## src/idlr_pkg.sv

```systemverilog
package idlr_pkg;

  localparam logic [7:0] CMD_POLL  = 8'h74;
  localparam logic [7:0] CMD_POWER = 8'h70;
  localparam logic [7:0] CMD_QUERY = 8'h76;

  localparam logic [2:0] LEN_QUERY = 3'd2;
  localparam logic [2:0] LEN_OTHER = 3'd4;

  localparam logic [7:0] CRC_POLY = 8'h31;
  localparam logic [7:0] CRC_INIT = 8'hFF;

  localparam logic [1:0] PHASE_FIRST  = 2'd0;
  localparam logic [1:0] PHASE_SECOND = 2'd1;
  localparam logic [1:0] PHASE_DONE   = 2'd2;

  typedef enum logic [1:0] {
    RESP_RESET = 2'd0,
    RESP_DFU   = 2'd1,
    RESP_POWER = 2'd2,
    RESP_QUERY = 2'd3
  } resp_t;

  typedef struct packed {
    logic take_in;
    logic take_out;
  } ctrl_cmd_t;

  typedef struct packed {
    logic reply;
    logic last;
  } dp_status_t;

  function automatic logic [7:0] bit_rev(input logic [7:0] v);
    logic [7:0] r;
    for (int i = 0; i < 8; i++) begin
      r[i] = v[7 - i];
    end
    return r;
  endfunction

  function automatic logic [7:0] crc_step(input logic [7:0] c, input logic [7:0] b);
    logic [7:0] r;
    r = c ^ b;
    for (int i = 0; i < 8; i++) begin
      if (r[7]) begin
        r = {r[6:0], 1'b0} ^ CRC_POLY;
      end else begin
        r = {r[6:0], 1'b0};
      end
    end
    return r;
  endfunction

  // index of the crc byte, equal to the payload length
  function automatic logic [3:0] resp_last(input resp_t resp);
    logic [3:0] n;
    unique case (resp)
      RESP_RESET: n = 4'd7;
      RESP_DFU:   n = 4'd7;
      RESP_POWER: n = 4'd2;
      RESP_QUERY: n = 4'd12;
      default:    n = 4'd0;
    endcase
    return n;
  endfunction

  function automatic logic [7:0] resp_byte(input resp_t resp, input logic [3:0] idx);
    logic [7:0] b;
    b = 8'h00;
    unique case (resp)
      RESP_RESET: begin
        case (idx)
          4'd0:    b = 8'h75;
          4'd1:    b = 8'hC0;
          default: b = 8'h00;
        endcase
      end
      RESP_DFU: begin
        case (idx)
          4'd0:    b = 8'h75;
          4'd1:    b = 8'h20;
          4'd3:    b = 8'h02;
          default: b = 8'h00;
        endcase
      end
      RESP_POWER: begin
        case (idx)
          4'd0:    b = 8'h71;
          4'd1:    b = 8'h93;
          default: b = 8'h00;
        endcase
      end
      RESP_QUERY: begin
        case (idx)
          4'd0:    b = 8'h77;
          4'd1:    b = 8'h02;
          4'd2:    b = 8'h01;
          4'd3:    b = 8'h02;
          4'd4:    b = 8'h80;
          4'd5:    b = 8'h60;
          4'd6:    b = 8'h01;
          4'd7:    b = 8'h39;
          4'd8:    b = 8'h3A;
          4'd9:    b = 8'h44;
          4'd10:   b = 8'h3E;
          4'd11:   b = 8'hC9;
          default: b = 8'h00;
        endcase
      end
      default: b = 8'h00;
    endcase
    return b;
  endfunction

endpackage

```

## src/idlr_ctrl.sv

```systemverilog
module idlr_ctrl (
  input  logic                   clk,
  input  logic                   rst,
  input  logic                   in_valid,
  output logic                   in_ready,
  output logic                   out_valid,
  input  logic                   out_ready,
  input  idlr_pkg::dp_status_t   status,
  output idlr_pkg::ctrl_cmd_t    cmd
);
  import idlr_pkg::*;

  typedef enum logic [1:0] {
    ST_RECV = 2'b01,
    ST_SEND = 2'b10
  } state_t;

  state_t state;
  state_t state_next;

  assign in_ready     = (state == ST_RECV);
  assign out_valid    = (state == ST_SEND);
  assign cmd.take_in  = in_valid & in_ready;
  assign cmd.take_out = out_valid & out_ready;

  always_comb begin
    state_next = state;
    unique case (state)
      ST_RECV: begin
        if (cmd.take_in && status.reply) begin
          state_next = ST_SEND;
        end
      end
      ST_SEND: begin
        if (cmd.take_out && status.last) begin
          state_next = ST_RECV;
        end
      end
      default: state_next = ST_RECV;
    endcase
  end

  always_ff @(posedge clk) begin
    if (rst) begin
      state <= ST_RECV;
    end else begin
      state <= state_next;
    end
  end

endmodule

```

## src/idlr_datapath.sv

```systemverilog
module idlr_datapath (
  input  logic                   clk,
  input  logic                   rst,
  input  idlr_pkg::ctrl_cmd_t    cmd,
  input  logic [7:0]             rx_byte,
  output idlr_pkg::dp_status_t   status,
  output logic [7:0]             tx_byte,
  output logic                   last_byte,
  output logic                   transition_on,
  output logic                   dfu_sent
);
  import idlr_pkg::*;

  logic [7:0] command_code;
  logic [2:0] bytes_held;
  logic [1:0] poll_phase;
  logic       transition_flag;
  logic       dfu_flag;
  resp_t      resp;
  logic [3:0] idx;
  logic [7:0] crc;

  logic [7:0] v;
  logic [2:0] held_inc;
  logic       is_cmd;
  logic       done;
  logic       poll_live;

  assign v         = bit_rev(rx_byte);
  assign held_inc  = bytes_held + 3'd1;
  assign is_cmd    = (v == CMD_POLL) || (v == CMD_POWER) || (v == CMD_QUERY);
  assign done      = (bytes_held != 3'd0) &&
                     (((command_code == CMD_QUERY) && (held_inc == LEN_QUERY)) ||
                      (((command_code == CMD_POLL) || (command_code == CMD_POWER)) &&
                       (held_inc == LEN_OTHER)));
  assign poll_live = (poll_phase == PHASE_FIRST) || (poll_phase == PHASE_SECOND);

  assign status.reply = done && ((command_code == CMD_POWER) ||
                                 (command_code == CMD_QUERY) ||
                                 ((command_code == CMD_POLL) && poll_live));
  assign status.last  = (idx == resp_last(resp));

  assign tx_byte       = status.last ? crc : resp_byte(resp, idx);
  assign last_byte     = status.last;
  assign transition_on = transition_flag;
  assign dfu_sent      = dfu_flag;

  always_ff @(posedge clk) begin
    if (rst) begin
      command_code    <= 8'h00;
      bytes_held      <= 3'd0;
      poll_phase      <= PHASE_FIRST;
      transition_flag <= 1'b0;
      dfu_flag        <= 1'b0;
    end else if (cmd.take_in) begin
      if (bytes_held == 3'd0) begin
        if (is_cmd) begin
          command_code <= v;
          bytes_held   <= 3'd1;
        end
      end else if (done) begin
        bytes_held <= 3'd0;
        if (command_code == CMD_POLL) begin
          if (poll_phase == PHASE_FIRST) begin
            transition_flag <= 1'b1;
            poll_phase      <= PHASE_SECOND;
          end else if (poll_phase == PHASE_SECOND) begin
            transition_flag <= 1'b0;
            dfu_flag        <= 1'b1;
            poll_phase      <= PHASE_DONE;
          end
        end
      end else begin
        bytes_held <= held_inc;
      end
    end
  end

  // response sequencing: byte index, running crc and response select
  always_ff @(posedge clk) begin
    if (cmd.take_in && status.reply) begin
      idx <= 4'd0;
      crc <= CRC_INIT;
      if (command_code == CMD_POWER) begin
        resp <= RESP_POWER;
      end else if (command_code == CMD_QUERY) begin
        resp <= RESP_QUERY;
      end else if (poll_phase == PHASE_FIRST) begin
        resp <= RESP_RESET;
      end else begin
        resp <= RESP_DFU;
      end
    end else if (cmd.take_out) begin
      idx <= idx + 4'd1;
      crc <= crc_step(crc, tx_byte);
    end
  end

endmodule

```

## src/id_line_request_responder_core.sv

```systemverilog
// channel   signals                                            direction
// input     in_valid, in_ready, rx_byte                        into block
// output    out_valid, out_ready, tx_byte, last_byte,          out of block
//           transition_on, dfu_sent
//
// one received byte is taken per cycle while no response is pending
// a completed request with a reply blocks input until its n+1 bytes are sent,
// one per cycle with out_ready high: 3, 8 or 13 bytes, set by the byte sequencer
// crc is built one byte per cycle as each byte leaves
// synchronous active-high reset returns to idle, awaiting the first poll
// out_ready low holds the current byte and its flags unchanged
module id_line_request_responder_core (
  input  logic       clk,
  input  logic       rst,
  input  logic       in_valid,
  output logic       in_ready,
  input  logic [7:0] rx_byte,
  output logic       out_valid,
  input  logic       out_ready,
  output logic [7:0] tx_byte,
  output logic       last_byte,
  output logic       transition_on,
  output logic       dfu_sent
);
  import idlr_pkg::*;

  ctrl_cmd_t  cmd;
  dp_status_t status;

  idlr_ctrl u_ctrl (
    .clk       (clk),
    .rst       (rst),
    .in_valid  (in_valid),
    .in_ready  (in_ready),
    .out_valid (out_valid),
    .out_ready (out_ready),
    .status    (status),
    .cmd       (cmd)
  );

  idlr_datapath u_datapath (
    .clk           (clk),
    .rst           (rst),
    .cmd           (cmd),
    .rx_byte       (rx_byte),
    .status        (status),
    .tx_byte       (tx_byte),
    .last_byte     (last_byte),
    .transition_on (transition_on),
    .dfu_sent      (dfu_sent)
  );

endmodule
```

## config.mk

```make
export PLATFORM = sky130hd
export DESIGN_NAME = id_line_request_responder_core
export DESIGN_NICKNAME = d
export VERILOG_FILES = /design/src/idlr_pkg.sv /design/src/idlr_ctrl.sv /design/src/idlr_datapath.sv /design/src/id_line_request_responder_core.sv
export SDC_FILE = /design/constraint.sdc
export NUM_CORES = 1
export LEC_CHECK = 0
export ABC_CLOCK_PERIOD_IN_PS = 2800
export BUFFER_PORTS_ARGS = -buffer_cell sky130_fd_sc_hd__buf_2
export CAP_MARGIN = 40
export CELL_PAD_IN_SITES_DETAIL_PLACEMENT = 1
export CELL_PAD_IN_SITES_GLOBAL_PLACEMENT = 2
export CORE_MARGIN = 3
export CORE_UTILIZATION = 36
export DETAILED_ROUTE_END_ITERATION = 10
export PLACE_DENSITY = 0.75
export SLEW_MARGIN = 15
export SYNTH_ARGS = -nofsm -noshare
export SYNTH_HDL_FRONTEND = slang
export SYNTH_SLANG_ARGS = --single-unit
```

## constraint.sdc

```tcl
create_clock -name clk -period 2.8 [get_ports clk]
set_input_delay 0.14 -clock clk [delete_from_list [all_inputs] [get_ports clk]]
set_output_delay 0.14 -clock clk [all_outputs]
set_load 0.01 [all_outputs]
```

==> reports/qor.csv <==
stage;metric;value;unit
synth;simple-gate share of the synthesized area;19.3;%
clock_network;root buffer cell;clkbuf_8;
synth;sequential share of the synthesized area;34.2;%
clock_network;# Post-CTS Setup Buffers;0;
global_routing;total track usage;16.3;%
pwr;Total Power;926;uW
synth;adder-cell share of the synthesized area;4.39;%
routing;Vias;1861;
synth;mux contribution to synthesized area;2.85;%
floorplan;site row count;28;
final_layout;Layout Utilization;42.5;%
synth;Post-synth EDFFs;2;
clock_network;CTS Buffer Depth;2;
pwr;PD cells;361;nW/um2
synth;post-synthesis xor/xnor area fraction;15.5;%
worst_setup_path;crit path kind;flop to flop;
clock_network;CTS Sinks;38;
worst_setup_path;Setup crit end kind;flop;
global_routing;initial antenna violation count;0;
routing;post-route ant nets;0;
floorplan;Die X;85.6;um
routing;wire per inst;15.7;um
run_status;outcome;finished, final reports clean;
placement;IO buf count;24;
clock_network;number of H-tree levels;2;
routing;first drt pass iteration count;7;
placement;dpl ws;0.347;ns
floorplan;core area;6030;um2
clock_network;clock-pin slew on the worst setup and hold paths;0.07;ns
clock_network;post-CTS sizing;0;
worst_setup_path;Worst setup SP type;flop;
synth;Mapped Area;2280;um2
synth;synthesized flop and latch total;38;
pwr;leakage;1.11;nW
min_path;HP Class;input pin to flop;
timing;Final Max Tran Viols;0;
final_layout;Layout area overhead;12.3;%
timing;Tcrit/Tclk final;87.3;%
synth;post-synthesis instance total;245;
timing;clk_skew;0.00390;ns
placement;hpwl dp;4.22;mm
floorplan;Die ar.;7330;um2
global_routing;pin count of the biggest net entering global routing;18;
timing;setup repair after global routing missed its margin;no;
worst_setup_path;Crit Path Max Fanout;9;
clock_network;CTS Buf Count;5;
clock_network;cts hold-fix bufs;0;
timing;Final setup violation count;0;
worst_setup_path;Worst Path Required;2.98;ns
global_routing;vias in the first global route;1943;
placement;placer's final routability congestion estimate;0.815;
routing;DRC errors left;0;
synth;Synth cell types;54;
worst_setup_path;arrival time at the worst endpoint;2.62;ns
timing;minimum clock period;2.44;ns
final_layout;# diodes;0;
synth;Post-Synthesis Net Count;265;
global_routing;global route overflow;0;
synth;combinational family with the most area after synthesis;simple AND/OR/NAND/NOR gates;
timing;worst setup margin;0.356;ns
timing;Fin. Hold Viols;0;
floorplan;die height;85.6;um
timing;headroom to the max-slew limit;60.5;%
global_routing;first-pass GRT wire length;9.34;mm
timing;Fin Setup TNS;0;ns
pwr;Peak VDD IR;0.184;mV
routing;post-DR vias/cell;5.35;
final_layout;nets@finish;292;
final_layout;# fillers;723;
synth;yosys warns;0;
timing;f_max;409;MHz
clock_network;CTS tree;built;
synth;post-synthesis compound-gate area fraction;18.8;%
synth;dominant synthesized flop cell;dfxtp_1;
timing;Worst-Margin Slew;0.591;ns
floorplan;Initial Utilization;37.9;%
routing;final wirelength;5.45;mm
routing;DRT iter0 DRCs;49;
synth;asr flop ratio synth;0;%
clock_network;Skew-Pair Late Insertion Delay;0.29;ns
final_layout;share of cells above drive strength 1;19.8;%
run;Max Cap Violations;0;
floorplan;Ports;25;
synth;synthesized area per cell;9.31;um2
[metrics by stage]
stage,area (um2),hold slack [ns],instances
2_1_floorplan,2280,0.209,245
3_3_place_gp,2480,0.385,340
3_5_place_dp,2480,0.399,340
4_1_cts,2560,0.0878,348
5_1_grt,2560,0.133,348
6_report,2560,0.0971,348
[worst paths after layout]
| kind | slack (ns) | start | end | cells past startpoint |
|---|---|---|---|---|
| min | 0.1 | rx_byte[6] | u_datapath.command_code[1] | 3 |
| max | 0.36 | u_datapath.resp[0] | u_datapath.crc[6] | 6 |
| max reg2reg | 0.36 | u_datapath.resp[0] | u_datapath.crc[6] | 6 |
| min reg2reg | 0.45 | u_datapath.dfu_sent | u_datapath.dfu_sent | 2 |
[worst max-delay path, cell delays in order (launching register included)]
cell and delay [ns]:
edfxtp_1 0.61, nor4bb_2 0.39, o22ai_1 0.17, xnor2_1 0.22, xnor3_1 0.48, xnor2_1 0.14
a221o_1 0.31
[power breakdown]
| group | internal, mW | leakage, nW | switching (mW) |
|---|---|---|---|
| logic | 0.00839 | 0.765 | 0.00924 |
| registers | 0.545 | 0.304 | 0.000579 |
| clock network | 0.177 | 0.0395 | 0.186 |
| total | 0.730 | 1.11 | 0.196 |
[area by class of cell]
type / instances / area, um2 / share of cell area, %
tap: 75 / 93.8 / 3.66
multi-input combinational: 184 / 1390 / 54.4
inverter: 13 / 48.8 / 1.91
sequential: 38 / 781 / 30.5
timing repair buffer: 30 / 165 / 6.45
clock buffer: 8 / 80.1 / 3.13
[cells in the final DEF (no fill, tap or decap), drive strengths merged, types with 3 or more instances in the layout]
cell     n
a21o     4
xnor3    3
ha       8
a221o    8
and2     5
a22oi    3
dfxtp   36
nand3    8
xor2    10
inv     13
buf     30
xnor2   17
nor2    29
mux2     4
nand2   17
clkbuf   8
nor2b    5
nor4b    5
o21ai   11
a21oi   17
[cell usage after synthesis, types with 4 or more instances]
library cell / n / share of area [%]
a21oi_1: 15 / 3.3
a221o_1: 8 / 3.5
and2_1: 4 / 1.1
dfxtp_1: 36 / 32
ha_1: 8 / 4.4
inv_1: 12 / 2.0
mux2_2: 4 / 2.0
nand2_1: 17 / 2.8
nand3_1: 8 / 1.8
nor2_1: 29 / 4.8
nor2b_1: 5 / 1.4
o21ai_0: 11 / 2.4
xnor2_1: 15 / 5.8
xor2_1: 10 / 3.8
[cells by family (layout without fill, tap and decap cells)]
kind of cell	after synthesis	count (layout)
DFF	38	38
buffers and inverters	23	51
muxes	6	6
xor gates and xnor gates	31	31
adders and majority gates	8	8
and+or+nand+nor	81	81
AOI/OAI and AO/OA	58	58
[metal layers]
| layer | up-vias | track usage [%] | wire, um |
|---|---|---|---|
| met5 | - | 0 | 0 |
| met4 | 0 | 4.75 | 42 |
| met3 | 2 | 3.94 | 203 |
| met2 | 38 | 28.7 | 2780 |
| met1 | 899 | 19.6 | 2420 |
| li1 | 922 | - | - |
Note: power is estimated with default switching activity, not from simulation.
